`src/hw/rtl/scsa_pkg.sv`:
```
// scsa_pkg: shared constants of the size class slot allocator
// field widths, default sizing, request kinds and status codes
// no dependencies
package scsa_pkg;

    // field widths of the request and result ports
    localparam int KIND_W   = 1;
    localparam int BYTES_W  = 16;
    localparam int ADDR_W   = 21;
    localparam int CLASS_W  = 3;
    localparam int STATUS_W = 3;

    // default sizing
    localparam int NUM_CLASSES_DEF  = 8;
    localparam int MIN_SLOT_LOG_DEF = 3;
    localparam int SLOTS_LOG_DEF    = 8;

    // request kinds
    localparam logic [KIND_W-1:0] KIND_ALLOC = 1'b0;
    localparam logic [KIND_W-1:0] KIND_FREE  = 1'b1;

    // result status codes
    localparam logic [STATUS_W-1:0] ST_OK         = 3'd0;
    localparam logic [STATUS_W-1:0] ST_TOO_LARGE  = 3'd1;
    localparam logic [STATUS_W-1:0] ST_EXHAUSTED  = 3'd2;
    localparam logic [STATUS_W-1:0] ST_NOT_OWNED  = 3'd3;
    localparam logic [STATUS_W-1:0] ST_STACK_FULL = 3'd4;

endpackage

```
`src/hw/rtl/scsa_class_unit.sv`:
```
// scsa_class_unit: shared class compare unit, one class per cycle
// tests a size against a class or an address against a region limit
// depends on scsa_pkg
module scsa_class_unit #(
    parameter int NUM_CLASSES  = scsa_pkg::NUM_CLASSES_DEF,
    parameter int MIN_SLOT_LOG = scsa_pkg::MIN_SLOT_LOG_DEF,
    parameter int SLOTS_LOG    = scsa_pkg::SLOTS_LOG_DEF,
    parameter int WORD_W       = scsa_pkg::ADDR_W,
    parameter int CLS_W        = $clog2(NUM_CLASSES)
) (
    input  logic [scsa_pkg::KIND_W-1:0]  i_kind,
    input  logic [CLS_W-1:0]             i_cls,
    input  logic [scsa_pkg::BYTES_W-1:0] i_bytes,
    input  logic [scsa_pkg::ADDR_W-1:0]  i_addr,
    output logic                         o_hit,
    output logic [WORD_W-1:0]            o_base,
    output logic [WORD_W-1:0]            o_size
);
    import scsa_pkg::*;

    localparam int REGION_SH = MIN_SLOT_LOG + SLOTS_LOG;

    logic [WORD_W-1:0] one_w;
    logic [WORD_W-1:0] last_byte;
    logic [WORD_W-1:0] op_a;
    logic [WORD_W-1:0] op_b;

    assign one_w = WORD_W'(1);

    // slot bytes and region base of the class
    assign o_size = (one_w << MIN_SLOT_LOG) << i_cls;
    assign o_base = ((one_w << i_cls) - one_w) << REGION_SH;

    // last byte of the region; regions are packed upward from zero
    assign last_byte = ((((one_w << 1) << i_cls) - one_w) << REGION_SH) - one_w;

    assign op_a = (i_kind == KIND_ALLOC) ? WORD_W'(i_bytes) : WORD_W'(i_addr);
    assign op_b = (i_kind == KIND_ALLOC) ? o_size : last_byte;

    // the single shared comparator
    assign o_hit = (op_a <= op_b);

endmodule

```
`config.mk`:
```
export PLATFORM = sky130hd
export DESIGN_NAME = scsa_class_unit
export DESIGN_NICKNAME = d
export VERILOG_FILES = /design/src/hw/rtl/scsa_pkg.sv /design/src/hw/rtl/scsa_class_unit.sv
export SDC_FILE = /design/constraint.sdc
export NUM_CORES = 1
export LEC_CHECK = 0
export ABC_AREA = 1
export BUFFER_PORTS_ARGS = -buffer_cell sky130_fd_sc_hd__clkbuf_2
export CAP_MARGIN = 20
export CORE_ASPECT_RATIO = 2
export CORE_UTILIZATION = 45
export DETAILED_ROUTE_END_ITERATION = 6
export PLACE_DENSITY_LB_ADDON = 0.05
export SLEW_MARGIN = 20
export SYNTH_ARGS = -nofsm -noshare
export SYNTH_HDL_FRONTEND = slang
export SYNTH_SLANG_ARGS = --single-unit
```
`constraint.sdc`:
```
create_clock -name vclk -period 3.05
set_input_delay 0.61 -clock vclk [all_inputs]
set_output_delay 0.61 -clock vclk [all_outputs]
set_load 0.05 [all_outputs]
```
==> metrics.txt, run 1 <==
Total Wirelength 3510 µm; max-capacitance violation count 0; Final Cycle Share 109%; largest net degree at the start of global routing 19; I/O pin cnt 84; vias per inst 4.50; # rows 27; synthesized cell area 1280 µm²; Setup CP Type in -> out; Cell Chain, Critical Path buf_6 -> nor3_4 -> inv_4 -> ha_4 -> inv_2 -> nor2_4 -> buf_4 -> a21oi_2 -> o21ai_1 -> ha_1 -> nand2_2 -> nor2_2 -> nand3_1 -> nor2_1 -> nand2_1 -> nand3_2 -> nand2_4 -> clkbuf_16; sw power 0.265 mW; DP Wirelength 2930 µm; violated checks setup timing; Hold Crit Class in -> out; Die ar. 3070 µm²; DRC violations left 0; # clk buffers 0; Post-Syn Instances 228; Int Power 0.143 mW; layout cells sized above 1 44.6%; Final Hold Violating Endpoints 0; hold path endpoint o_base[14]; f_max 300 MHz; RSZ-0062 raised after global routing yes; post-synth cell types 29; worst hold stages 3; Clock power frac 0%; post-layout util 71.0%; WP data arrival 2720 ps; fin. max-slew vios 0; global-route wire length before repair 5340 µm; Gate power share 100.0%; CORE AREA 2740 µm²; top cells by area, synth nand2_1 26%, ha_1 20%, buf_4 15%; # nets final 375; average wire per standard cell 10.3 µm; pwr dens 210 nW/µm²; Antenna Nets Post-Route 0; critical path capture point type output pin; most common cell after layout, fill and taps aside nand2_1; crit start category input pin; Sequential Power Share 0%; Die Y 77.4 µm; initial antenna violation count 0; Yosys top cell by area nand2_1; Post-CTS Hold Buffers 0; switching fraction of total power 65.0%; vias in the first global route 1330; leakage 1.21 nW; flip-flop and latch area 0 µm²; I/O Buffers 58; synth-to-layout area growth 51.9%; via count 1535; gr ovfl total 0; register area share after synthesis 0%; VDD IR max 0.000145 V; Yosys warnings 0; status finished with violations; final setup vio count 1; Max stage delay on crit path 310 ps; most frequent cells in the layout 81 x nand2_1, 54 x clkbuf_2, 35 x buf_4, 26 x conb_1, 22 x inv_1; Die Width 39.7 µm; post-synth top area share 26.1%; Seq cells 0; post-route setup slack -281 ps; Post-Syn Area per Cell 5.61 µm²; Initial Util 46.7%; DR iter-0 viols 34; DR pass1 iterations 2; WP data required 2440 ps; gpl congestion 0.832; minimum clock period 3330 ps; hold_ws 1670 ps; ant diodes 0; total global-route track usage 23.1%; critical path's slowest cell ha_1; Critical Path Fanout Max 4; hold path start i_cls[2]
## power by group through the flow
| stage | combinational (mW) | clock [mW] | sequential (mW) |
|---|---|---|---|
| 5_1_grt | 0.446 | 0 | 0 |
| 6_report | 0.408 | 0 | 0 |
| 4_1_cts | 0.396 | 0 | 0 |
| 3_5_place_dp | 0.373 | 0 | 0 |
| 2_1_floorplan | 0.303 | 0 | 0 |
| 3_3_place_gp | 0.369 | 0 | 0 |
## final cells by class
class | instances | area (µm²)
timing repair buffer | 93 | 598
tap | 29 | 36.3
fill | 257 | 795
inverter | 33 | 140
multi-input combinational | 186 | 1170
## metrics by stage
stage | total power [mW] | setup slack [ps] | TNS, ps | instance area (µm²) | std cells
2_1_floorplan | 0.303 | -291 | -291 | 1510 | 253
3_3_place_gp | 0.369 | -358 | -358 | 1800 | 336
3_5_place_dp | 0.373 | -426 | -426 | 1800 | 336
4_1_cts | 0.396 | -237 | -237 | 1890 | 339
5_1_grt | 0.446 | -414 | -414 | 1940 | 341
6_report | 0.408 | -281 | -281 | 1940 | 341
## critical path, delay by kind of cell
| family | cells | cell delay, ps |
|---|---|---|
| and+or+nand+nor | 9 | 880 |
| buffers and inverters | 5 | 560 |
| adders and majority gates | 2 | 480 |
| AOI/OAI and AO/OA | 2 | 200 |
## cell families after synthesis
group                    count (synthesis)  synth area share (%)
AO/OA/AOI/OAI                           16                  7.93
adder cells (fa/ha/maj)                 20                  19.6
buffers and inverters                   67                  30.0
multiplexers                             1                 0.783
other                                    1                 0.293
AND/OR/NAND/NOR                        123                  41.4
## repair_timing
| item | in CTS | in global routing |
|---|---|---|
| pin swaps | 5 | 16 |
| endpoints found under the hold margin | 0 | 0 |
| gates resized for setup | 11 | 16 |
| setup endpoints to repair | 1 | 1 |
| buffers inserted | 3 | 2 |
## how the worst max path moves through the flow
stage	start	end	slack [ps]	depth (start not counted)
3_5_place_dp	i_cls[1]	o_hit	-430	16
5_1_grt	i_cls[1]	o_hit	-410	19
2_1_floorplan	i_cls[2]	o_hit	-290	12
3_3_place_gp	i_cls[2]	o_hit	-360	18
4_1_cts	i_cls[0]	o_hit	-240	19
6_report	i_cls[2]	o_hit	-280	18
## Yosys cell counts
cell type       n
clkinv_2        1
or2_2           1
ha_1           20
nand3_2         1
inv_4           1
buf_4          26
buf_6           3
nand2_1        89
a21o_1          1
inv_1          27
o21ai_1         1
nor3_4          1
nor2_4          1
nor2_1         12
nor3_1          3
conb_1          1
nand4_1         3
clkbuf_1        1
nand3_1         7
nand2_2         3
inv_2           4
o21ai_0         1
nand3b_1        1
o21ai_2         5
dlygate4sd1_1   1
mux2i_1         1
buf_2           3
a21oi_1         8
nand2_4         1
## layer usage
layer | GRT usage (%) | vias to the layer above | wire, µm
met5 | 0 | - | 0
met4 | 0.345 | 0 | 17
met3 | 0.857 | 2 | 93
met2 | 47.2 | 47 | 2140
met1 | 24.2 | 664 | 1260
li1 | - | 822 | -
(Power assumes the default switching activity.)
==> run 2, diff against run 1 <==
--- a/config.mk
+++ b/config.mk
@@ -12,6 +12,7 @@
 export CORE_UTILIZATION = 45
 export DETAILED_ROUTE_END_ITERATION = 6
 export PLACE_DENSITY_LB_ADDON = 0.05
+export SKIP_LAST_GASP = 1
 export SLEW_MARGIN = 20
 export SYNTH_ARGS = -nofsm -noshare
 export SYNTH_HDL_FRONTEND = slang
==> metrics.txt, run 2 (synthesized netlist as in run 1, its figures left out) <==
status finished with violations; violated checks setup timing; RSZ-0062 raised after global routing yes; DR pass1 iterations 4; # clk buffers 0; vias in the first global route 1330; Critical Path Fanout Max 4; gpl congestion 0.832; Sequential Power Share 0%; initial antenna violation count 0; layout cells sized above 1 44.6%; largest net degree at the start of global routing 19; leakage 1.21 nW; Final Cycle Share 111%; final setup vio count 1; Die Y 77.4 µm; Post-CTS Hold Buffers 0; crit start category input pin; flip-flop and latch area 0 µm²; Die ar. 3070 µm²; Final Power 0.407 mW; vias per inst 4.52; DR iter-0 viols 38; most common cell after layout, fill and taps aside nand2_1; synth-to-layout area growth 51.0%; ant diodes 0; worst hold stages 3; Int Power 0.141 mW; Clock power frac 0%; gr ovfl total 0; pre-CTS WS -426 ps; WP data required 2440 ps; Gate power share 100.0%; pwr dens 211 nW/µm²; CORE AREA 2740 µm²; I/O pin cnt 84; f_max 296 MHz; VDD IR max 0.000145 V; Total Wirelength 3490 µm; Final Hold Violating Endpoints 0; most frequent cells in the layout 81 x nand2_1, 54 x clkbuf_2, 36 x buf_4, 26 x conb_1, 22 x inv_1; Antenna Nets Post-Route 0; max-capacitance violation count 0; Hold Crit Class in -> out; Initial Util 46.7%; Layout Cells excl Fill 341; DP Wirelength 2930 µm; post-route setup slack -330 ps; Die Width 39.7 µm; via count 1543; WP data arrival 2770 ps; DRC violations left 0; switching fraction of total power 65.3%; Seq cells 0; critical path capture point type output pin; average wire per standard cell 10.2 µm; placed cell count 336; I/O Buffers 58; sw power 0.265 mW; # rows 27; # nets final 375; minimum clock period 3380 ps; fin. max-slew vios 0; global-route wire length before repair 5340 µm; Setup CP Type in -> out; total global-route track usage 23.1%
[run 2: cell count changes in the layout (fill, tap and decap cells not counted)]
| cell | previous run | this run |
|---|---|---|
| buf_6 | 1 | 0 |
| clkbuf_4 | 0 | 1 |
| buf_8 | 1 | 0 |
| buf_4 | 35 | 36 |
[run 2: worst max-delay path, cell delays in order]
cell and delay [ps]:
clkbuf_4 140, nor3_4 250, inv_4 100, ha_4 170, inv_2 60, nor2_4 40, buf_4 130, a21oi_2 110
o21ai_1 90, ha_1 310, nand2_2 80, nor2_2 100, nand3_1 80, nor2_1 120, nand2_1 80, nand3_2 90
nand2_4 50, clkbuf_16 170
[run 2: layout make-up]
| cell class | count | area (µm²) |
|---|---|---|
| Multi-Input combinational cell | 186 | 1170 |
| Tap cell | 29 | 36.3 |
| Fill cell | 263 | 806 |
| Timing Repair Buffer | 93 | 587 |
| Inverter | 33 | 140 |
[run 2: stage by stage]
step	hold WS [ps]	util, %	area (µm²)	TNS (ps)
finish	1720	70.6	1930	-330
floorplan	1290	-	1510	-291
global route	1730	70.6	1930	-452
global placement	1720	65.8	1800	-358
CTS	1720	68.9	1890	-237
detailed placement	1720	65.8	1800	-426
[run 2: what timing repair did]
item                       4_1_cts  5_1_grt
buffers inserted                 3        2
gates resized for setup         11       12
pin swaps                        5       16
setup endpoints to repair        1        1
[run 2: power by group through the flow]
stage          Clock (mW)  Sequential, mW  Combinational (mW)
4_1_cts                 0               0               0.396
2_1_floorplan           0               0               0.303
5_1_grt                 0               0               0.444
3_5_place_dp            0               0               0.373
6_report                0               0               0.407
3_3_place_gp            0               0               0.369
[run 2: routing by layer]
metal / wire length [µm] / track usage (%) / vias to the layer above
met5: 0 / 0 / -
met4: 25 / 0.345 / 0
met3: 95 / 0.857 / 2
met2: 2120 / 47.2 / 49
met1: 1250 / 24.2 / 670
li1: - / - / 822
[run 2: final timing paths]
check / to / slack [ps] / start
worst min-delay path: o_base[14] / 1720 / i_cls[2]
worst max-delay path: o_hit / -330 / i_cls[2]
==> run 3, diff against run 2 <==
--- a/config.mk
+++ b/config.mk
@@ -9,7 +9,7 @@
 export BUFFER_PORTS_ARGS = -buffer_cell sky130_fd_sc_hd__clkbuf_2
 export CAP_MARGIN = 20
 export CORE_ASPECT_RATIO = 2
-export CORE_UTILIZATION = 45
+export CORE_UTILIZATION = 27
 export DETAILED_ROUTE_END_ITERATION = 6
 export PLACE_DENSITY_LB_ADDON = 0.05
 export SKIP_LAST_GASP = 1
==> constraint.sdc (replaced) <==
create_clock -name vclk -period 2.76
set_input_delay 0.552 -clock vclk [all_inputs]
set_output_delay 0.552 -clock vclk [all_outputs]
set_load 0.05 [all_outputs]
==> metrics.txt, run 3 (synthesized netlist as in run 1, its figures left out) <==
average wire per standard cell 9.26 µm; Final Hold Violating Endpoints 0; fin. max-slew vios 0; CORE AREA 4550 µm²; Clock power frac 0%; CP top delay family simple AND/OR/NAND/NOR gates; vias in the first global route 1442; Die ar. 5030 µm²; Critical Path Most Common Cell nand4_1; Critical Path Fanout Max 4; global-route wire length before repair 5780 µm; ant diodes 0; Gate power share 100.0%; vias per inst 4.11; synth-to-layout area growth 50.9%; max-capacitance violation count 0; Setup CP Type in -> out; placed cell count 367; gr ovfl total 0; critical path capture point type output pin; via count 1512; Die Y 99.3 µm; Total Wirelength 3410 µm; I/O pin cnt 84; # rows 35; Area after DPL 1890 µm²; Design Area, Final 1930 µm²; Max stage delay on crit path 310 ps; sw power 0.287 mW; VDD IR max 0.0000919 V; f_max 314 MHz; switching fraction of total power 65.4%; largest net degree at the start of global routing 20; I/O Buffers 58; Antenna Nets Post-Route 0; most common cell after layout, fill and taps aside nand2_1; Bufs and invs on worst path 4; DRC violations left 0; minimum clock period 3180 ps; WP data required 2210 ps; Die Width 50.7 µm; violated checks setup timing; FILL cells 547; initial antenna violation count 0; # nets final 376; DR iter-0 viols 7; DR pass1 iterations 2; Layout Cells excl Fill 368; most frequent cells in the layout 85 x nand2_1, 56 x clkbuf_2, 37 x buf_4, 26 x conb_1, 22 x inv_1; Final Cycle Share 115%; final setup vio count 1; Final Power 0.438 mW; Hold Crit Class in -> out; Initial Util 28.1%; pwr dens 227 nW/µm²; post-route setup slack -422 ps; Total Negative Setup Slacks -422 ps; Int Power 0.152 mW; worst hold stages 2; flip-flop and latch area 0 µm²; leakage 1.20 nW; crit start category input pin; Sequential Power Share 0%; gpl congestion 0.737; WP data arrival 2630 ps; WP depth 15; Seq cells 0; RSZ-0062 raised after global routing yes; layout cells sized above 1 43.1%; # clk buffers 0; status finished with violations; critical path's slowest cell ha_1; total global-route track usage 14.5%; Cell Chain, Critical Path buf_4 -> inv_2 -> nor3_4 -> inv_2 -> ha_4 -> nand2_8 -> nand4_1 -> nand2_1 -> nand2_1 -> ha_1 -> nand4_1 -> nor3_2 -> nand4_1 -> nand2_4 -> buf_12; DP Wirelength 3150 µm
run 3: final cells by class:
class	count	area (µm²)	share of cell area, %
multi-input combinational	186	1140	59.3
timing repair buffer	94	578	30.0
inverter	33	138	7.13
tap	55	68.8	3.57
run 3: power by group through the flow:
stage / logic, mW / registers (mW) / clock network, mW
6_report: 0.438 / 0 / 0
5_1_grt: 0.483 / 0 / 0
4_1_cts: 0.435 / 0 / 0
3_5_place_dp: 0.432 / 0 / 0
3_3_place_gp: 0.431 / 0 / 0
2_1_floorplan: 0.335 / 0 / 0
run 3: per-layer routing:
| metal | share of wire (%) | track usage (%) | vias to the layer above |
|---|---|---|---|
| met4 | 0 | 0 | 0 |
| met2 | 60 | 32.7 | 46 |
| met1 | 37 | 14.2 | 643 |
| met5 | 0 | 0 | - |
| met3 | 3.3 | 0 | 0 |
| li1 | - | - | 823 |
run 3: worst paths after layout:
kind | from | end | slack [ps]
setup / recovery | i_cls[0] | o_hit | -420
hold / removal | i_cls[2] | o_base[14] | 1480
run 3: per-stage QoR:
stage	setup WS, ps	util, %	hold WS [ps]
floorplan	-465	-	1170
global placement	-477	41.4	1480
detailed placement	-492	41.4	1490
CTS	-500	41.5	1490
global route	-610	42.4	1490
finish	-422	42.4	1480
run 3: repair_timing:
| action | in CTS | in global routing |
|---|---|---|
| pin swaps | 0 | 6 |
| resized for setup | 1 | 8 |
| hold buffers | 0 | 0 |
| setup endpoints to repair | 1 | 1 |
| setup buffers | 0 | 1 |
